[src/rtl/hlg_pkg.sv]
`timescale 1ns / 1ps
`default_nettype none
package hlg_pkg;

  localparam int HLG_MAX_ITEMS   = 65536;
  localparam int HLG_QUEUE_DEPTH = 2;
  localparam int SUM_W           = 64;

  // Register indexes, taken from paddr[3:2].
  localparam logic [1:0] REG_DELTA    = 2'd0;
  localparam logic [1:0] REG_UPSTREAM = 2'd1;
  localparam logic [1:0] REG_SCALE    = 2'd2;

  localparam logic [30:0]        DELTA_RESET    = 31'd65536;
  localparam logic signed [31:0] UPSTREAM_RESET = 32'sd65536;
  localparam logic [16:0]        SCALE_RESET    = 17'd65536;

  typedef struct packed {
    logic [30:0]        delta;
    logic signed [31:0] upstream;
    logic [16:0]        scale;
  } hlg_cfg_t;

  // One classified item on its way from the front to the back.
  typedef struct packed {
    logic               last;
    logic               in_band;
    logic [30:0]        mul_x;
    logic [31:0]        mul_y;
    logic signed [31:0] gd;
  } hlg_task_t;

endpackage
`default_nettype wire

[src/rtl/hlg_queue.sv]
`timescale 1ns / 1ps
`default_nettype none
module hlg_queue import hlg_pkg::*; #(
  parameter int DEPTH = HLG_QUEUE_DEPTH
) (
  input  logic      clk,
  input  logic      rst,
  input  logic      push,
  input  hlg_task_t wdata,
  output logic      full,
  input  logic      pop,
  output hlg_task_t rdata,
  output logic      empty
);

  localparam int PTR_W = (DEPTH > 1) ? $clog2(DEPTH) : 1;
  localparam int CNT_W = $clog2(DEPTH + 1);

  hlg_task_t        slots [DEPTH];
  logic [PTR_W-1:0] wr_ptr;
  logic [PTR_W-1:0] rd_ptr;
  logic [CNT_W-1:0] fill;
  logic             do_push;
  logic             do_pop;

  assign full    = fill == CNT_W'(DEPTH);
  assign empty   = fill == '0;
  assign do_push = push && !full;
  assign do_pop  = pop && !empty;
  assign rdata   = slots[rd_ptr];

  always_ff @(posedge clk) begin
    if (rst) begin
      wr_ptr <= '0;
      rd_ptr <= '0;
      fill   <= '0;
    end else begin
      if (do_push) begin
        wr_ptr <= (wr_ptr == PTR_W'(DEPTH - 1)) ? '0 : wr_ptr + 1'b1;
      end
      if (do_pop) begin
        rd_ptr <= (rd_ptr == PTR_W'(DEPTH - 1)) ? '0 : rd_ptr + 1'b1;
      end
      if (do_push && !do_pop) begin
        fill <= fill + 1'b1;
      end else if (do_pop && !do_push) begin
        fill <= fill - 1'b1;
      end
    end
  end

  always_ff @(posedge clk) begin
    if (do_push) begin
      slots[wr_ptr] <= wdata;
    end
  end

endmodule
`default_nettype wire

[config.mk]
export PLATFORM = sky130hd
export DESIGN_NAME = hlg_queue
export DESIGN_NICKNAME = d
export VERILOG_FILES = /design/src/rtl/hlg_pkg.sv /design/src/rtl/hlg_queue.sv
export SDC_FILE = /design/constraint.sdc
export NUM_CORES = 1
export LEC_CHECK = 0
export BUFFER_PORTS_ARGS = -buffer_cell sky130_fd_sc_hd__buf_4
export CAP_MARGIN = 5
export CORE_MARGIN = 1.5
export CORE_UTILIZATION = 35
export CTS_CLUSTER_SIZE = 16
export DETAILED_ROUTE_END_ITERATION = 7
export PLACE_DENSITY = 0.62
export SLEW_MARGIN = 15
export SYNTH_ARGS = -nofsm -noshare
export SYNTH_HDL_FRONTEND = slang
export SYNTH_SLANG_ARGS = --single-unit
[constraint.sdc]
create_clock -name clk -period 3.45 [get_ports clk]
set_clock_uncertainty 0.15 [all_clocks]
set_input_delay 0.345 -clock clk [delete_from_list [all_inputs] [get_ports clk]]
set_output_delay 0.345 -clock clk [all_outputs]
set_load 0.01 [all_outputs]
======== Word-level counts from Yosys, hierarchy flattened ========
Memories as Yosys holds them, arrays and structs flattened. A register that Yosys moved wholly into a read port is not among the register bits.
Cells that the tools add are included.
operators by class
  muxes and demuxes ....................... 8
  reduce and logical (&&, ||, !) cells .... 10
  $lt $le $gt $ge ......................... 0
  bitwise logic cells ..................... 0
  $mul .................................... 0
  eq/ne operators ......................... 1
  shift operators ......................... 0
  add/subtract/negate cells ............... 4
  divide/modulo/power cells ............... 0
operator list
  cell                                               count
  2-to-1 mux 1 bit                                   6
  logical AND 1 bit                                  4
  logical NOT 1 bit                                  4
  2-to-1 mux 2 bit                                   2
  adder 1 bit (second input constant)                2
  adder 2 x 1 -> 2 bit (second input constant)       1
  equality test 2 bit (second input constant)        1
  logical NOT 2 bit                                  1
  nonzero test 2 bit                                 1
  subtractor 2 x 1 -> 2 bit (second input constant)  1
word-level totals
  output and inout bits ................... 99
  register bits after elaboration ......... 4
  latch bits .............................. 0
  memories kept ........................... 1
  memory bits (read-only) ................. 0
  bits of input ports ..................... 101
  memory bits (writable) .................. 194
memory list
  memory  words  bits a word  read ports  clocked after Yosys merged registers in  write ports  line             RTL
  slots   2      97           1           1                                        1            hlg_queue.sv:19  hlg_task_t slots [DEPTH];

======== Longest topological paths before layout ========
Gate-level depths: netlist of the first run.
  depth after elaboration ................. 7
  depth in mapped cells ................... 6
  gate-level depth less buffers ........... 6

======== Worst setup path before layout of the first run ========
OpenSTA, ideal clock, no wires.
  path type ............................... register to register
  start ................................... register fill[1]
  end ..................................... memory slots[1][0] (netlist name), enable pin
  buffers on the path ..................... 0
  path slack .............................. -54 ps
  data arrival time ....................... 2887 ps
  library setup time ...................... 467 ps
  cell stages (with the launch flop) ...... 4
  required time ........................... 2833 ps
  cell sequence ........................... dfxtp_1 nor2b_2 nor2_1 and2_1
on the way
  cells in the longest elaborated chain, start to end .. 5
RTL lines
  element                                 line             RTL
  from (decl)                             hlg_queue.sv:22  logic [CNT_W-1:0] fill;
  from (signal assigned)                  hlg_queue.sv:45  fill <= fill + 1'b1;
  from (signal assigned)                  hlg_queue.sv:47  fill <= fill - 1'b1;
  equality test 2 bit                     hlg_queue.sv:26  assign full = fill == CNT_W'(DEPTH);
  named net full                          hlg_queue.sv:10  output logic full,
  logical NOT 1 bit                       hlg_queue.sv:28  assign do_push = push && !full;
  logical AND 1 bit                       hlg_queue.sv:28
  named net do_push                       hlg_queue.sv:23  logic do_push;
  2-to-1 mux 1 bit                        hlg_queue.sv:53  if (do_push) begin
  2-to-1 mux 1 bit (not written as such)  hlg_queue.sv:54  slots[wr_ptr] <= wdata;
  to (decl)                               hlg_queue.sv:19
The timed path passes the listed nets, and every way through them passes these cells.

==> impl_metrics.tcl, run 1 <==
set metrics [dict create \
    syn_inst 327 \
    yosysTopAreaCell "edfxtp_1" \
    critPathCaptureType "output port" \
    hold_class "in2reg" \
    grt_max_degree 51 \
    pin_count 200 \
    die_w_um 147.8 \
    worst_pin_slew_ns 0.7025 \
    avgViaCountPerCell 4.397 \
    crit_required_ns 2.95 \
    fmax_mhz 385.2 \
    grt_overflow 0 \
    die_area_um2 21830 \
    fin_crit_ns 2.596 \
    dr_total_vias 4045 \
    drc_errors 0 \
    synth_compound_area_share_pct 0.3412 \
    final_util_pct 52.62 \
    synth_fp_nets 429 \
    syn_area_per_cell_um2 22.43 \
    drtIter0Drc 168 \
    power.switching_mw 1.921 \
    fill_cells 1634 \
    clkPwrFrac_pct 27.0 \
    die_y_um 147.8 \
    crit_type "reg2out" \
    grt_antenna_before_repair 0 \
    cts.sinks 199 \
    start_kind "register" \
    synth_top_family_by_area "multiplexers" \
    clkTransAtPathRegs_ns 0.07 \
    synthAdderAreaFrac_pct 0.1706 \
    worstPathMaxFanout 30 \
    cp_top_family "flip-flops" \
    path_cells "buf_4 > mux2_2 > buf_4" \
    cap_violations 0 \
    grt_pass1_wl_um 22500 \
    design.core.area_um2 20360 \
    finalSetupViolCount 0 \
    grt_setup_unrepaired "false" \
    critPathBufInv 2 \
    cts_inserted_buffers 17 \
    p_sw_share_pct 27.11 \
    crit_arrival_ns 2.10 \
    synth_xor_area_share_pct 0.3582 \
    first_pass_iters 4 \
    grt_pass1_vias 4429 \
    slew_headroom_pct 53.16 \
    clk_latency_ns 0.42 \
    syn_to_final_growth_pct 46.09 \
    cts_hold_buf 98 \
    slowest_stage "dfxtp_4" \
    gp_congestion 0.6945 \
    comb_power_share_pct 28.4 \
    seq_power_share_pct 44.6 \
    netlist_area_um2 7335 \
    status "finished clean" \
    hold_viol_final 0 \
    rows 52 \
    tns_ns 0 \
    internal_power_mw 5.166 \
    r2r_setup_slack_ns 1.15 \
    synth_warnings 0 \
    cts.htree.levels 4 \
    period_share_pct 75.24 \
    ys_seq_area_share_pct 80.79 \
    cp_common_cell "buf_4" \
    drive_above_1_share_pct 51.38 \
    fin_cells 920 \
    slew_violations 0 \
    multi_input_area_um2 1318 \
    post_drt_wl_per_cell_um 16.00 \
    worst_ir_drop_vdd_mv 0.4954 \
    ys_ff_latch 199 \
    diodes 0 \
    max_stage_delay_ns 0.64 \
    drt.antenna.violating_nets 0 \
    cts_setup_buffers 0 \
    synthSimpleGateAreaFrac_pct 0.6312 \
    clock_path_buffers 2 \
    leakage_nw 4.047 \
    cts_resized 0 \
    synth_cell_types 15 \
    grtUsageTotal_pct 13.57 \
    ff_latch_area_um2 5929 \
    root_buffer "clkbuf_16" \
    synth_area_leaders "edfxtp_1 79%, mux2_2 10%, mux2_4 6.1%" \
    timing.hold.ws_ns 0.1513 \
    power_density_nw_per_um2 661.4 \
    cts_tree "yes" \
    initial_core_util_pct 36.02 \
    wl_um 14720 \
    nets 739 \
    io_buffers 199 \
    synth.area.mux_share_pct 16.43 \
    synth_top_area_share_pct 79.43 \
    dpl.cell_count 790 \
    hpwl_um 9001 \
]
[state kept, by name (all words and copies together), names as in the netlist, named ones only]
signal,count
rd_ptr,1
slots,194
wr_ptr,1
fill,2
[cells by family (layout without fill, tap and decap cells)]
kind of cell / count (synthesis) / in the layout
AOI/OAI and AO/OA: 5 / 5
muxes: 97 / 97
DFF: 199 / 199
xor gates and xnor gates: 3 / 3
buffers and inverters: 13 / 336
and+or+nand+nor: 9 / 9
adders and majority gates: 1 / 1
[cell usage in the layout (no fill, tap or decap), types with 3 or more instances in the layout]
master	synthesis	routed
clkinv_1	0	3
dlygate4sd3_1	0	98
clkbuf_16	0	17
mux2_4	30	30
o21ai_0	3	3
xor2_1	3	3
clkinv_4	0	4
inv_8	0	4
mux2_2	67	67
buf_12	0	3
buf_4	0	201
dfxtp_1	5	4
nor2_1	5	5
edfxtp_1	194	194
[worst paths after layout]
kind | end | cells after the start | start
worst max-delay path | rdata[26] | 3 | register
worst min-delay path | wr_ptr$_SDFFE_PP0P_ | 4 | push
worst max register to register | slots[0][80]$_DFFE_PP_ | 4 | fill[0]$_SDFFE_PP0P_
worst min register to register | wr_ptr$_SDFFE_PP0P_ | 2 | wr_ptr$_SDFFE_PP0P_
[layout make-up]
class                      count  area share (%)
sequential                   199           55.34
timing repair buffer         302           23.80
multi-input combinational    115           12.30
clock buffer                  17           3.970
tap                          270           3.153
clock inverter                15           1.355
inverter                       2         0.09341
[worst reg2reg max path, delay by kind of cell, from the launching register on]
kind          cells  cell delay, ns
flops             1            0.44
simple gates      2            0.47
buf+inv           2            0.93
[stage by stage]
stage          area, um2  power [mW]  worst slack [ns]
2_1_floorplan       7336       4.294            0.1357
3_3_place_gp        9164       5.134             1.192
3_5_place_dp        9164       5.167             1.156
4_1_cts            10720       7.190            0.7796
5_1_grt            10720       7.413            0.7184
6_report           10720       7.088            0.8543
[power by group through the flow]
stage	registers [mW]	logic, mW	clock network, mW
CTS	3.17	2.04	1.98
global route	3.20	2.15	2.07
finish	3.16	2.01	1.91
global placement	3.21	1.93	0
detailed placement	3.22	1.94	0
floorplan	3.16	1.13	0
[synth_stat cells, drive strengths merged]
| library cell | count |
|---|---|
| buf | 11 |
| a21oi | 2 |
| o21ai | 3 |
| edfxtp | 194 |
| xor2 | 3 |
| nor2 | 5 |
| and2 | 1 |
| dfxtp | 5 |
| ha | 1 |
| inv | 2 |
| nor2b | 1 |
| or3 | 2 |
| mux2 | 97 |
[layer usage]
| layer | part of all wire, % | up-vias | global-route usage (%) |
|---|---|---|---|
| met2 | 52 | 129 | 23.88 |
| met4 | 0.87 | 0 | 4.500 |
| met5 | 0 | - | 0 |
| met3 | 6.7 | 8 | 4.475 |
| li1 | - | 1912 | - |
| met1 | 40 | 1996 | 15.51 |
Power figures use the tool's default switching activity.
==> run 2, diff against run 1 <==
--- a/config.mk
+++ b/config.mk
@@ -11,7 +11,7 @@
 export CORE_UTILIZATION = 35
 export CTS_CLUSTER_SIZE = 16
 export DETAILED_ROUTE_END_ITERATION = 7
-export PLACE_DENSITY = 0.62
+export PLACE_DENSITY = 0.6
 export SLEW_MARGIN = 15
 export SYNTH_ARGS = -nofsm -noshare
 export SYNTH_HDL_FRONTEND = slang
==> constraint.sdc (replaced) <==
create_clock -name clk -period 2.65 [get_ports clk]
set_clock_uncertainty 0.15 [all_clocks]
set_input_delay 0.265 -clock clk [delete_from_list [all_inputs] [get_ports clk]]
set_output_delay 0.265 -clock clk [all_outputs]
set_load 0.01 [all_outputs]
==> run 2 against run 1 <==
  * Total power is 33% higher
  * First-iteration DRC count grew 11%
  * Global-route usage decreased by 0.15 points
  * Clock power increased by 40%
  * Critical endpoint is now rdata[40]
  * Sequential share of layout area down 0.37 points
  * Via count fell by 0.12%
  * Die area did not move
  * Largest cell class unchanged
  * Design area increased by 0.68%
  * Sequential power is 30% higher
  * Cell count is 0.11% higher
  * Critical path depth unchanged
  * Sequential cell count unchanged
==> impl_metrics.tcl, run 2 (same netlist as run 1, synthesis figures left out) <==
set metrics [dict create \
    status "finished clean" \
    most-common-layout-cells "201 x buf_4, 194 x edfxtp_1, 98 x dlygate4sd3_1" \
    post_drt_wl_per_cell_um 15.66 \
    worst_pin_slew_ns 0.5659 \
    leakage_nw 4.081 \
    slew_violations 0 \
    design.core.area_um2 20360 \
    start_kind "register" \
    regMostFlops "slots" \
    period_share_pct 86.35 \
    clk_latency_ns 0.41 \
    drt.antenna.violating_nets 0 \
    gp_congestion 0.7346 \
    grtUsageTotal_pct 13.42 \
    cts_resized 0 \
    cts.sinks 199 \
    max_stage_delay_ns 0.55 \
    cts.htree.levels 4 \
    nets 740 \
    crit_required_ns 2.24 \
    drtIter0Drc 186 \
    critPathBufInv 2 \
    io_buffers 199 \
    slowest_stage "dfxtp_4" \
    cp_top_family "flip-flops" \
    fin_crit_ns 2.288 \
    rows 52 \
    critPathCaptureType "output port" \
    die_area_um2 21830 \
    cp_common_cell "buf_4" \
    grt_pass1_vias 4386 \
    drive_above_1_share_pct 51.61 \
    worst_ir_drop_vdd_mv 0.4687 \
    power_density_nw_per_um2 875.5 \
    avgViaCountPerCell 4.387 \
    finalSetupViolCount 0 \
    die_w_um 147.8 \
    syn_to_final_growth_pct 47.08 \
    clkTransAtPathRegs_ns 0.06 \
    crit_arrival_ns 1.87 \
    drc_errors 0 \
    diodes 0 \
    pin_count 200 \
    largest_reg_flops 194 \
    grt_antenna_before_repair 0 \
    slew_headroom_pct 62.27 \
    cts_inserted_buffers 17 \
    hold_viol_final 0 \
    r2r-start "fill[0]$_SDFFE_PP0P_" \
    dr_total_vias 4040 \
    grt_pass1_wl_um 22280 \
    dpl-instance-area_um2 9195 \
    grt_max_degree 98 \
    cts_setup_buffers 0 \
    wl_um 14420 \
    final_common_cell "buf_4" \
    grt_overflow 0 \
    grt_setup_unrepaired "false" \
    crit_type "reg2out" \
    initial_core_util_pct 36.02 \
    root_buffer "clkbuf_16" \
    worstPathMaxFanout 21 \
    clock_path_buffers 2 \
    hpwl_um 9072 \
    tns_ns 0 \
    die_y_um 147.8 \
    cts_tree "yes" \
    fmax_mhz 437.0 \
    first_pass_iters 4 \
    hp-start "push" \
    cap_violations 0 \
    stdcell_area_um2 10790 \
    path_cells "buf_4 > mux2_2 > buf_4" \
    top_regs "slots x194, fill x2" \
    hold_class "in2reg" \
]
## run 2: final timing paths
| check | endpoint | slack, ns | cells after the start |
|---|---|---|---|
| setup reg to reg | slots[0][58]$_DFFE_PP_ | 0.65 | 4 |
| hold reg to reg | register | 0.35 | 2 |
| hold / removal | wr_ptr$_SDFFE_PP0P_ | 0.14 | 4 |
| setup / recovery | rdata[40] | 0.36 | 3 |
## run 2: power breakdown
| group | total, mW | switching [mW] | internal (mW) | leakage (nW) |
|---|---|---|---|---|
| registers | 4.10 | 0.151 | 3.95 | 1.85 |
| clock network | 2.68 | 1.09 | 1.58 | 0.303 |
| logic | 2.66 | 1.18 | 1.48 | 1.92 |
## run 2: per-layer routing
| layer | wire length [um] | vias up | global-route usage, % |
|---|---|---|---|
| met5 | 0 | - | 0 |
| met4 | 78 | 0 | 4.350 |
| met3 | 1082 | 10 | 4.969 |
| met2 | 7260 | 141 | 22.76 |
| met1 | 6000 | 1978 | 15.77 |
| li1 | - | 1911 | - |
## run 2: what timing repair did
| item | CTS | global route |
|---|---|---|
| hold buffers | 98 | 0 |
| setup endpoints to repair | 0 | 0 |
| endpoints found under the hold margin | 199 | 0 |
## run 2: final cells by class
class / count / area (um2)
fillers: 1620 / 9577
flip-flops and latches: 199 / 5929
repair buffers: 303 / 2570
multi-input cells: 115 / 1328
clock buffers: 20 / 436.7
well taps: 270 / 337.8
clock inverters: 12 / 175.2
inverters: 2 / 11.26
## run 2: worst register-to-register path: stages (launching register included)
cell and delay [ns]:
dfxtp_1 0.47, nor2b_4 0.08, or3_4 0.35, clkinvlp_4 0.09, buf_12 0.43
## run 2: per-stage QoR
stage | setup WS [ns] | hold WS [ns] | instances | utilization [%] | power [mW]
5_1_grt | 0.2571 | 0.1251 | 921 | 52.97 | 9.884
3_5_place_dp | 0.6525 | 0.3026 | 791 | 45.15 | 6.766
3_3_place_gp | 0.7208 | 0.3001 | 791 | 45.15 | 6.714
2_1_floorplan | 0.01066 | 0.1841 | 327 | - | 5.595
4_1_cts | 0.3227 | 0.1128 | 921 | 52.97 | 9.576
6_report | 0.3619 | 0.1404 | 921 | 52.97 | 9.445
