## src/rtl/hlg_pkg.sv

```systemverilog
`timescale 1ns / 1ps
`default_nettype none
package hlg_pkg;

  localparam int HLG_MAX_ITEMS   = 65536;
  localparam int HLG_QUEUE_DEPTH = 2;
  localparam int SUM_W           = 64;

  // Register indexes, taken from paddr[3:2].
  localparam logic [1:0] REG_DELTA    = 2'd0;
  localparam logic [1:0] REG_UPSTREAM = 2'd1;
  localparam logic [1:0] REG_SCALE    = 2'd2;

  localparam logic [30:0]        DELTA_RESET    = 31'd65536;
  localparam logic signed [31:0] UPSTREAM_RESET = 32'sd65536;
  localparam logic [16:0]        SCALE_RESET    = 17'd65536;

  typedef struct packed {
    logic [30:0]        delta;
    logic signed [31:0] upstream;
    logic [16:0]        scale;
  } hlg_cfg_t;

  // One classified item on its way from the front to the back.
  typedef struct packed {
    logic               last;
    logic               in_band;
    logic [30:0]        mul_x;
    logic [31:0]        mul_y;
    logic signed [31:0] gd;
  } hlg_task_t;

endpackage
`default_nettype wire

```

## src/rtl/hlg_if.sv

```systemverilog
`timescale 1ns / 1ps
`default_nettype none
interface hlg_in_if;
  logic               valid;
  logic               ready;
  logic signed [31:0] pred_value;
  logic signed [31:0] target_value;
  logic               last_item;

  modport source (output valid, pred_value, target_value, last_item, input ready);
  modport sink (input valid, pred_value, target_value, last_item, output ready);
endinterface

`default_nettype wire

```

## src/rtl/hlg_front.sv

```systemverilog
`timescale 1ns / 1ps
`default_nettype none
module hlg_front import hlg_pkg::*; (
  input  logic      clk,
  input  logic      rst,
  input  hlg_cfg_t  cfg,
  hlg_in_if.sink    sample,
  output logic      push,
  output hlg_task_t wdata,
  input  logic      full
);

  logic               hold_valid;
  logic signed [31:0] hold_d;
  logic               hold_last;

  logic [31:0] mag;
  logic [31:0] delta_ext;
  logic [31:0] neg_delta;
  logic [31:0] half_delta;
  logic        in_band;

  assign push         = hold_valid && !full;
  assign sample.ready = !hold_valid || !full;

  always_ff @(posedge clk) begin
    if (rst) begin
      hold_valid <= 1'b0;
    end else if (sample.valid && sample.ready) begin
      hold_valid <= 1'b1;
    end else if (push) begin
      hold_valid <= 1'b0;
    end
  end

  // The residual wraps to 32 bits.
  always_ff @(posedge clk) begin
    if (sample.valid && sample.ready) begin
      hold_d    <= sample.pred_value - sample.target_value;
      hold_last <= sample.last_item;
    end
  end

  // The magnitude is unsigned, so a residual of -2^31 keeps its true size.
  always_comb begin
    mag        = hold_d[31] ? (~$unsigned(hold_d) + 32'd1) : $unsigned(hold_d);
    delta_ext  = {1'b0, cfg.delta};
    neg_delta  = ~delta_ext + 32'd1;
    half_delta = {2'b00, cfg.delta[30:1]};
    in_band    = mag < delta_ext;

    wdata.last    = hold_last;
    wdata.in_band = in_band;
    wdata.mul_x   = in_band ? mag[30:0] : cfg.delta;
    wdata.mul_y   = in_band ? mag : (mag - half_delta);
    if (in_band) begin
      wdata.gd = hold_d;
    end else if (hold_d[31]) begin
      wdata.gd = $signed(neg_delta);
    end else begin
      wdata.gd = $signed(delta_ext);
    end
  end

endmodule
`default_nettype wire

```

## src/flat_wrapper.sv

```systemverilog
// flat-port wrapper written by rule: the top's interface ports become plain ports
module hlg_front_flat import hlg_pkg::*;
  (clk, rst, cfg, push, wdata, full, sample_valid, sample_pred_value, sample_target_value, sample_last_item, sample_ready);
  hlg_in_if sample_i ();
  input  logic clk;
  input  logic rst;
  input  hlg_cfg_t cfg;
  output logic push;
  output hlg_task_t wdata;
  input  logic full;
  input wire logic [$bits(sample_i.valid)-1:0] sample_valid;
  input wire logic [$bits(sample_i.pred_value)-1:0] sample_pred_value;
  input wire logic [$bits(sample_i.target_value)-1:0] sample_target_value;
  input wire logic [$bits(sample_i.last_item)-1:0] sample_last_item;
  output wire logic [$bits(sample_i.ready)-1:0] sample_ready;
  assign sample_i.valid = sample_valid;
  assign sample_i.pred_value = sample_pred_value;
  assign sample_i.target_value = sample_target_value;
  assign sample_i.last_item = sample_last_item;
  assign sample_ready = sample_i.ready;
  hlg_front u_core (.clk(clk), .rst(rst), .cfg(cfg), .sample(sample_i), .push(push), .wdata(wdata), .full(full));
endmodule
```

## config.mk

```make
export PLATFORM = sky130hd
export DESIGN_NAME = hlg_front_flat
export DESIGN_NICKNAME = d
export VERILOG_FILES = /design/src/rtl/hlg_pkg.sv /design/src/rtl/hlg_if.sv /design/src/rtl/hlg_front.sv /design/src/flat_wrapper.sv
export SDC_FILE = /design/constraint.sdc
export NUM_CORES = 1
export LEC_CHECK = 0
export BUFFER_PORTS_ARGS = -buffer_cell sky130_fd_sc_hd__buf_4
export CAP_MARGIN = 25
export CORE_MARGIN = 2
export CORE_UTILIZATION = 45
export DETAILED_ROUTE_END_ITERATION = 12
export PLACE_DENSITY = 0.78
export SLEW_MARGIN = 20
export SYNTH_ARGS = -nofsm -noshare
export SYNTH_HDL_FRONTEND = slang
export SYNTH_SLANG_ARGS = --single-unit
export TNS_END_PERCENT = 50
```

## constraint.sdc

```tcl
create_clock -name clk -period 13.1 [get_ports clk]
set_input_delay 0.655 -clock clk [delete_from_list [all_inputs] [get_ports clk]]
set_output_delay 0.655 -clock clk [all_outputs]
set_load 0.005 [all_outputs]
```

# Word level (Yosys, flattened, before mapping)
# Cells that the tools add are included.
[word_totals] ramBits=0 out_inout_bits=99 latchBits=0 ff_bits=34 rom_bits=0 memories=0 wordCells=23 input_bits=149
[classes] n_addsub=4 mux=7 n_eq_ne=0 n_reduce_logical=6 order_cmp=1 bitwise=2 div=0 mul=0 shift=0
[ops] operator="32-bit 2-to-1 mux" count=4
[ops] operator="32-bit by 1-bit adder with 32-bit output, second input constant" count=2
[ops] operator="32-bit by 31-bit less-than comparator with 1-bit output" count=1
[ops] operator="31-bit inverter with 32-bit output" count=1
[ops] operator="32-bit inverter" count=1
[ops] operator="32-bit by 30-bit subtractor with 32-bit output" count=1
[ops] operator="32-bit subtractor" count=1
[ops] operator="31-bit 2-to-1 mux" count=1
[ops] operator="1-bit logical AND" count=2
[ops] operator="1-bit zero test" count=2
[ops] operator="1-bit 2-to-1 mux" count=2
[ops] operator="2-bit nonzero test" count=1
[ops] operator="1-bit logical OR" count=1

# Longest topological paths before layout
# Gate-level depths: netlist (run 1).
[depth] depth_word=5 mapped_depth=21

# Worst setup path before layout (run 1)
# No wires, ideal clock.
[synth_timing] path_kind="flip-flop to output port" from="reg u_core.hold_d[3]" to="out wdata[62] (netlist name)" path_stages_with_launch=17 arrival_ns=4.198 setup_slack_ns=8.247 cell_sequence="edfxtp_1 -> or3_1 -> or3_1 -> nor4_1 -> nand2_1 -> o21ai_0 -> xnor2_1 -> ha_1 -> a21o_1 -> a21o_1 -> a2111oi_0 -> o31a_1 -> o31ai_1 -> and3b_1 -> o31a_1 -> or3_4 -> xnor2_2"
[synth_lines] item="start: declaration" line_no="hlg_front.sv:14" source="logic signed [31:0] hold_d;"
[synth_lines] item="start signal: assignment" line_no="hlg_front.sv:39" source="hold_d <= sample.pred_value - sample.target_value;"
[synth_lines] item="end: declaration" line_no="flat_wrapper.sv:9" source="output hlg_task_t wdata;"

==> results of run 1 <==
## worst max-delay path, stage by stage, from the launching register on
cell	delay, ns
edfxtp_1	0.43
or3_1	0.41
or3_1	0.37
nor4_1	0.37
nand3_1	0.26
or2_1	0.31
o31ai_1	0.25
xnor2_1	0.19
ha_1	0.34
nand3_1	0.09
nor2_1	0.19
o311ai_0	0.24
nand4_2	0.15
buf_4	0.50
inv_2	0.37
buf_4	0.42
or3_4	0.46
xnor2_2	0.13
buf_4	0.15
## cells in the final DEF, fill, tap and decap left out, types with 16 or more instances in the layout
cell,count
a21o_1,27
inv_1,88
edfxtp_1,33
nor2_1,63
a21oi_1,105
nand2_1,96
o21ai_0,45
o21ai_1,53
buf_4,202
o31ai_1,26
xnor2_1,93
ha_1,93
xor2_1,16
nand3_1,16
## per-stage QoR
stage	area (um2)	util, %	power [mW]	cells
2_1_floorplan	6960	-	0.716	957
3_3_place_gp	8580	56.6	1.07	1317
3_5_place_dp	8580	56.6	1.07	1317
4_1_cts	8720	57.5	1.19	1325
5_1_grt	8720	57.5	1.30	1325
6_report	8720	57.5	1.19	1325
## flip-flops by register name (all words and copies together) (netlist names)
signal,cells
u_core.hold_valid,1
u_core.hold_d,32
u_core.hold_last,1
## metal layers
layer / vias up / track usage, % / part of all wire (%)
met3: 19 / 1.29 / 5.3
li1: 3822 / - / -
met1: 3224 / 34.6 / 48
met4: 0 / 5.17 / 1.4
met5: - / 0 / 0
met2: 230 / 37.2 / 45
## kinds of logic after synthesis
kind of cell,after synthesis,synth area share [%]
xor gates and xnor gates,110,13.9
adders and majority gates,95,17.3
and+or+nand+nor,259,17.6
DFF,34,14.5
buffers and inverters,119,6.72
muxes,2,0.288
AOI/OAI and AO/OA,338,29.6
## worst min-delay path by stage
stage / startpoint / slack (ns) / end / cells past startpoint
4_1_cts: u_core.hold_valid$_SDFFE_PP0P_ / 0.51 / u_core.hold_valid$_SDFFE_PP0P_ / 2
3_3_place_gp: u_core.hold_valid$_SDFFE_PP0P_ / 0.49 / u_core.hold_valid$_SDFFE_PP0P_ / 2
3_5_place_dp: u_core.hold_valid$_SDFFE_PP0P_ / 0.50 / u_core.hold_valid$_SDFFE_PP0P_ / 2
5_1_grt: rst / 0.54 / u_core.hold_valid$_SDFFE_PP0P_ / 2
6_report: u_core.hold_valid$_SDFFE_PP0P_ / 0.51 / u_core.hold_valid$_SDFFE_PP0P_ / 2
2_1_floorplan: u_core.hold_valid$_SDFFE_PP0P_ / 0.47 / u_core.hold_valid$_SDFFE_PP0P_ / 2
## power by group through the flow
stage               registers, mW  logic (mW)  clock network, mW
finish                      0.155       0.922              0.108
global route                0.158        1.02              0.116
CTS                         0.155       0.921              0.111
detailed placement          0.157       0.916                  0
global placement            0.157       0.909                  0
floorplan                   0.153       0.564                  0
## Yosys cell counts, drive strengths merged, types with 8 or more instances
| cell type | n | area share (%) |
|---|---|---|
| nand4 | 13 | 1.3 |
| buf | 12 | 0.95 |
| nand3 | 16 | 1.2 |
| nor2b | 10 | 0.90 |
| or3 | 11 | 1.1 |
| o21a | 12 | 1.3 |
| xnor2 | 94 | 12 |
| clkbuf | 18 | 0.97 |
| o21ai | 98 | 7.0 |
| o21bai | 12 | 1.3 |
| a31oi | 8 | 0.72 |
| nand2b | 8 | 0.72 |
| xor2 | 16 | 2.0 |
| nand2 | 96 | 5.2 |
| nor3 | 12 | 0.86 |
| ha | 93 | 17 |
| a21o | 27 | 2.9 |
| a21oi | 105 | 7.5 |
| nor2 | 63 | 3.4 |
| inv | 89 | 4.8 |
| edfxtp | 33 | 14 |
| o31ai | 26 | 2.8 |
## final cells by class
| type | instances | share of cell area [%] |
|---|---|---|
| Clock buffer | 6 | 1.48 |
| Clock inverter | 2 | 0.100 |
| Inverter | 89 | 3.83 |
| Multi-Input combinational cell | 804 | 62.9 |
| Sequential cell | 34 | 11.6 |
| Tap cell | 188 | 2.70 |
| Timing Repair Buffer | 202 | 17.4 |
==> results, run 1 <==
- The run finished with clean final reports.
- After clock tree synthesis, the clock-pin slew on the worst setup and hold paths is 0.05 ns.
- Clock tree synthesis found a total of 34 sinks.
- The number of fillers in the final layout is 1441.
- Counting flops with an async set or reset pin after synthesis yields a share of 0%.
- The worst register-to-register path ends at u_core.hold_d[2]$_DFFE_PP_.
- Internal power comes to 0.648 mW.
- The clock root buffer master is clkbuf_16.
- The combined area of all synthesized cells is 6960 um2.
- Setup repair after global routing left no endpoint under its margin.
- The tool flagged a number of max-cap violations equal to 0.
- The worst-case IR drop observed on VDD is 73.7 uV.
- The period utilization is 50.2%.
- The share of total power in the clock network is 9.1%.
- In this run, synthesis produced a sequential element count of 34.
- The clock latency reported for the late side of the worst-skew pair is 0.27 ns.
- For this configuration, the core starts out at a cell density of 46.0%.
- The routed wirelength normalized by instance count is 14.9 um.
- Registers take 1010 um2.
- The analysis attributes to cell leakage a power of 4.07 nW.
- The most used flip-flop cell after synthesis is edfxtp_1.
- The critical path arrival is 5.92 ns.
- The mean area per synthesized cell is 7.27 um2.
- The post-detailed-route count of antenna-violating nets is 0.
- At the worst endpoint, the required time is 12.44 ns.
- The number of buffers added for setup after CTS is 0.
- The first global-routing pass estimated 31500 um of wire.
- The maximum clock frequency is 152 MHz.
- The final period demand of the worst path is 6.58 ns.
- The fraction of final layout cells with drive strength greater than 1 is 19.0%.
- The number of buffers inserted by port buffering is 198.
- Of all nets on the critical path, the largest fanout is 71.
- The overall routing resource usage is 23.3%.
- The hold violation total from the final report was 0.
- The count of hold-fix buffers inserted at cts is 0.
- The first-pass iteration count of the detailed router is 7.
- The number of cells produced by synthesis is 957.
- The total overflow reported by the global router is 0.
- The share of total power dissipated in sequential elements is 13.1%.
- The final layout contains 1380 nets.
- During synthesis, Yosys emitted a total of 0 warnings.
- Setup violations remaining at the end of the flow were counted as 0.
- The floorplan has 45 rows.
- The y dimension of the die is 128 um.
- STA classifies the critical path startpoint as a register.
- The max-slew headroom at the worst pin is 49.0%.
- The setup path with the least slack is of type register to output port.
- At the pin with the least slew margin, the transition time is 0.757 ns.
- The share of the Yosys chip area taken by registers is 14.5%.
- Across all register-to-register paths, the minimum setup slack is 11.80 ns.
- The routed wire length is 19700 um.
- TritonCTS created 5 clock buffers.
- Following the worst setup path forward leads to its endpoint at wdata[62].
- The power spent charging and discharging nets is 0.538 mW.
- For this block, the initial DRC count from the detailed router was 442.
- The total area inside the core boundary comes to 15100 um2.
- On the final layout, the worst hold slack is 0.511 ns.
- Adding up every negative setup slack in the final design gives 0 ns.
- The count of final max-slew check failures was 0.
- The half-perimeter wire length after detailed placement is 16400 um.
- The count of cell types in the netlist is 62.
- The initial antenna violation count is 0.
- TritonCTS built the clock tree.
- The footprint of the multi-input gates is 5480 um2.
- The area growth from synthesis to layout is 25.2%.
- Measured in cells, the most critical reg-to-reg path has a length of 3.
- The detailed-route DRC error count is 0.
- Once routing completed, OpenROAD measured the worst setup slack at 6.52 ns.
- The tightest min-delay check is of the register to register type.
- The last weighted congestion value of the routability-driven placer is 0.925.
- The worst clock skew on the final layout is 0.00119 ns.
- The number of vias in the routed layout is 7295.
- The critical path starts at u_core.hold_d[3]$_DFFE_PP_.
- Yosys mapped a number of flops with a built-in enable equal to 33.
- The via-per-instance ratio is 5.51.
- The number of global-route vias before repair is 6506.
- The startpoint of the worst-slack reg-to-reg timing path is u_core.hold_valid$_SDFFE_PP0P_.
- The number of levels in the clock H-tree is 2.
- The die covers 16500 um2.
- The worst slack at placement is 6.88 ns.
- The number of antenna diodes in the final layout is 0.
- The die width is 128 um.
- The number of nets handed over by synthesis was 1201.
- The power share of the combinational group is 77.8%.
- The fraction of power spent switching nets is 45.3%.
- The count of cells resized by post-cts repair is 0.
- Pin placement for this block handled 248 I/O pins.
- Dividing total power by cell area gives a power density of 136 nW/um2.
- The maximum number of pins on one net before global-route repair is 72.
- The maximum root-to-sink buffer count is 2.
- The capturing element type of the critical path is an output port.
(Power assumes the default switching activity.)
==> run 2: changes to the inputs <==
--- a/config.mk
+++ b/config.mk
@@ -5,12 +5,13 @@
 export SDC_FILE = /design/constraint.sdc
 export NUM_CORES = 1
 export LEC_CHECK = 0
+export ABC_AREA = 1
 export BUFFER_PORTS_ARGS = -buffer_cell sky130_fd_sc_hd__buf_4
 export CAP_MARGIN = 25
 export CORE_MARGIN = 2
 export CORE_UTILIZATION = 45
 export DETAILED_ROUTE_END_ITERATION = 12
-export PLACE_DENSITY = 0.78
+export PLACE_DENSITY = 0.76
 export SLEW_MARGIN = 20
 export SYNTH_ARGS = -nofsm -noshare
 export SYNTH_HDL_FRONTEND = slang
==> constraint.sdc (replaced) <==
create_clock -name clk -period 6.7 [get_ports clk]
set_input_delay 0.335 -clock clk [delete_from_list [all_inputs] [get_ports clk]]
set_output_delay 0.335 -clock clk [all_outputs]
set_load 0.005 [all_outputs]
==> results, run 2 <==
- The net count of the finished layout is 1773 (was 1380).
- The reported leakage power was 5.12 nW (was 4.07 nW).
- The logic depth of the worst register-to-register path was 1 (was 3).
- The most frequently used cell type in the post-synthesis netlist is nand2_1 (was a21oi_1).
- The routed wire length was 25800 um (was 19700 um).
- The sink of the worst hold path was u_core.hold_valid$_SDFFE_PP0P_ (unchanged).
- The max-capacitance violation count is 0 (unchanged).
- The core outline area is 18000 um2 (was 15100 um2).
- The endpoint of the worst register-to-register path is u_core.hold_d[23]$_DFFE_PP_ (was u_core.hold_d[2]$_DFFE_PP_).
- The sum of negative setup slack was 0 ns (unchanged).
- The starting density of the core is 45.8% (was 46.0%).
- The last weighted congestion value of the routability-driven placer came to 0.949 (was 0.925).
- The worst ir drop on vdd came to 143 uV (was 73.7 uV).
- The via-per-instance ratio is 5.33 (was 5.51).
- The maximum number of pins on one net before global-route repair was 89 (was 72).
- The final non-filler cell area is 9980 um2 (was 8720 um2).
- The area growth from synthesis to layout was 21.3% (was 25.2%).
- The die width was 139 um (was 128 um).
- The first-pass iteration count of the detailed router is 6 (was 7).
- The cell-internal power is 1.16 mW (was 0.648 mW).
- The max-slew headroom at the worst pin is 33.0% (was 49.0%).
- The count of cell types in the netlist is 48 (was 62).
- The clock tree from TritonCTS was built (unchanged).
- The reg2reg setup slack is 5.21 ns (was 11.80 ns).
- The y dimension of the die is 139 um (was 128 um).
- The period utilization is 78.5%.
- The top-level port count is 248 (unchanged).
- The most used flip-flop cell after synthesis is edfxtp_1 (unchanged).
- The worst clock skew on the final layout is 0.00323 ns (was 0.00119 ns).
- The critical hold path startpoint was rst (was u_core.hold_valid$_SDFFE_PP0P_).
- The number of clock sinks is 34 (unchanged).
- The startpoint of the worst-slack reg-to-reg timing path is u_core.hold_valid$_SDFFE_PP0P_ (unchanged).
- The post-detailed-route count of antenna-violating nets is 0 (unchanged).
- The instance count along the most critical hold path came to 2 (unchanged).
- Most numerous cell types in the synthesized netlist: nand2_1, inv_1, nor2_1 (was a21oi_1, nand2_1, ha_1, xnor2_1, inv_1).
- The number of cells produced by synthesis was 1350 (was 957).
- The power density relative to cell area was 230 nW/um2 (was 136 nW/um2).
- The die footprint was 19400 um2 (was 16500 um2).
- Top library cells by usage in the layout, fill and taps aside: nand2_1, buf_4, inv_1, nor2_1, o21ai_0 (was buf_4, a21oi_1, nand2_1, xnor2_1, ha_1).
- The critical path arrival is 4.92 ns (was 5.92 ns).
- For this run, the top clock speed supported by timing is 190 MHz.
- The maximum root-to-sink buffer count was 2 (unchanged).
- The number of global-route vias before repair was 8539 (was 6506).
- The number of buffers added for setup after CTS is 0 (unchanged).
- The portion of synthesized cell area occupied by the leading cell type is 16.2% (was 16.7%).
- The most frequent standard cell in the layout excluding fill and tap cells is nand2_1 (was buf_4).
- Synth area leaders: nand2_1, ha_1, edfxtp_1 (was ha_1, edfxtp_1, xnor2_1).
- The synthesized netlist net count is 1594 (was 1201).
- The kind of launch point of the worst setup path is a register (unchanged).
- The global-route wire length before repair is 40900 um (was 31500 um).
- The fraction of final layout cells with drive strength greater than 1 came to 16.8% (was 19.0%).
- Status: finished, final reports clean (unchanged).
- The number of buffers inserted by port buffering is 198 (unchanged).
- The number of enable flip-flop cells after synthesis came to 33 (unchanged).
- The overall routing resource usage is 25.6% (was 23.3%).
- The detailed-route DRC error count is 0 (unchanged).
- The clock slew seen by the registers of the worst setup and hold paths is 0.05 ns (about the same).
- The total number of yosys warnings is 0 (unchanged).
- The number of buffers inserted during clock tree synthesis is 5 (unchanged).
- The combined area of all synthesized cells is 8230 um2 (was 6960 um2).
- The proportion of synthesized chip area in sequential cells is 12.3% (was 14.5%).
- The clock root buffer master was clkbuf_16 (unchanged).
- The fraction of registers with async set or reset after synthesis is 0% (unchanged).
- The count of antenna diodes in the layout is 0 (unchanged).
- The smallest clock period supported by the final layout is computed as 5.26 ns.
- The initial antenna violation count is 0 (unchanged).
- The count of hold-fix buffers inserted at cts was 0 (unchanged).
- The worst path required time was 6.36 ns (was 12.44 ns).
- The clock latency reported for the late side of the worst-skew pair is 0.28 ns (was 0.27 ns).
- The capturing element type of the critical path is an output port (unchanged).
- The type of the most critical hold path is primary input to register (was register to register).
- The count of final max-slew check failures came to 0 (unchanged).
- The number of vias in the routed layout was 9381 (was 7295).
- The power share of the combinational group is 77.6% (was 77.8%).
- The transition time at the pin with the least slew margin was 1.01 ns (was 0.757 ns).
- The share of total power in sequential cells came to 13.2% (was 13.1%).
- The number of fillers in the final layout came to 1894 (was 1441).
- The total overflow reported by the global router is 0 (unchanged).
- The maximum fanout along the worst path is 88 (was 71).
- The number of synthesized register bits came to 34 (unchanged).
- The cell taking the most area after synthesis is nand2_1 (was ha_1).
- The total cell area at the placement stage is 9840 um2 (was 8580 um2).
- The power spent charging and discharging nets was 1.13 mW (was 0.538 mW).
- The setup-violating endpoint count in the final report is 0 (unchanged).
- The register containing the most flip-flops in the final layout is u_core.hold_d (unchanged).
- The initial DRC count came to 557 (was 442).
- The hold violation total from the final report came to 0 (unchanged).
- The number of flip-flops under the largest register name came to 32 (unchanged).
- The fraction of power spent switching nets is 49.4% (was 45.3%).
- The share of total power in the clock network is 9.2% (was 9.1%).
- The mean area per synthesized cell was 6.09 um2 (was 7.27 um2).
- RSZ-0062 raised after global routing: false (unchanged).
- The cell row count came to 49 (was 45).
- The routed wirelength normalized by instance count came to 14.6 um (was 14.9 um).
- Leading registers by flop count: u_core.hold_d (32), u_core.hold_last (1), u_core.hold_valid (1) (unchanged).
- The type of the worst setup path is register to output port (unchanged).
- The count of cells resized by post-cts repair came to 0 (unchanged).
- The number of levels in the clock H-tree is 2 (unchanged).
- The half-perimeter wire length after detailed placement is 22100 um (was 16400 um).
## run 2: changes by cell type in the layout (fill, tap and decap cells not counted), sizes merged, moves of 17 or more
cell | previous run | this run
xor2 | 16 | 79
nand2 | 96 | 365
o21ai | 98 | 138
nand3 | 16 | 76
o31ai | 26 | 1
a21o | 27 | 10
xnor2 | 94 | 17
inv | 89 | 180
nor2 | 63 | 152
## run 2: worst max-delay path, stage by stage, from the launching register on
cell and delay, ns:
edfxtp_1 0.97, inv_2 0.41, o21ai_0 0.31, xor2_1 0.41, ha_1 0.33, a21oi_1 0.15
o21a_1 0.12, nand2_1 0.06, nand2_1 0.06, nand2_1 0.07, nand2_2 0.11, nand2_8 0.25
inv_4 0.81, o21ai_0 0.31, buf_4 0.21
## run 2: worst max path at each step
stage	from	endpoint	slack [ns]	cells past startpoint
6_report	u_core.hold_d[31]$_DFFE_PP_	wdata[44]	1.44	14
5_1_grt	u_core.hold_d[31]$_DFFE_PP_	wdata[0]	0.96	15
4_1_cts	u_core.hold_d[31]$_DFFE_PP_	wdata[64]	1.48	15
3_5_place_dp	u_core.hold_d[31]$_DFFE_PP_	wdata[64]	1.77	15
3_3_place_gp	u_core.hold_d[31]$_DFFE_PP_	wdata[64]	1.80	15
2_1_floorplan	u_core.hold_d[0]$_DFFE_PP_	wdata[64]	3.36	21
## run 2: kinds of logic (layout without fill, tap and decap cells)
family,count (synthesis),count (layout),synth area share [%]
simple gates,646,646,34.0
compound gates,272,272,18.4
buf+inv,207,387,10.4
xor+xnor,96,96,10.2
fa+ha+maj,95,95,14.6
flops,34,34,12.3
## run 2: cell type report
class / instances / area [um2] / area share [%]
multi-input cells: 1109 / 6370 / 63.9
repair buffers: 199 / 1490 / 15.0
flip-flops and latches: 34 / 1010 / 10.1
inverters: 180 / 678 / 6.80
well taps: 229 / 287 / 2.87
clock buffers: 6 / 129 / 1.29
clock inverters: 2 / 8.76 / 0.0878
## run 2: stage by stage
stage | std cells | utilization, % | total power [mW] | hold WS [ns] | setup WS, ns
after global placement | 1751 | 54.8 | 2.05 | 0.491 | 1.80
final | 1759 | 55.6 | 2.30 | 0.209 | 1.44
after global routing | 1759 | 55.6 | 2.51 | 0.217 | 0.963
after floorplan | 1350 | - | 1.42 | 0.404 | 3.36
after detailed placement | 1751 | 54.8 | 2.07 | 0.495 | 1.77
after CTS | 1759 | 55.6 | 2.29 | 0.204 | 1.48
## run 2: power groups by stage
stage	Clock (mW)	Sequential [mW]	Combinational, mW
2_1_floorplan	0	0.297	1.12
3_3_place_gp	0	0.306	1.74
3_5_place_dp	0	0.307	1.76
4_1_cts	0.216	0.303	1.77
5_1_grt	0.223	0.308	1.98
6_report	0.210	0.303	1.78
## run 2: layer usage
layer  vias up  global-route usage, %  wire length [um]
li1       4820                      -                 -
met1      4176                   33.7             11200
met2       335                   44.4             12100
met3        50                   1.82              1620
met4         0                   8.98               827
met5         -                      0                 0
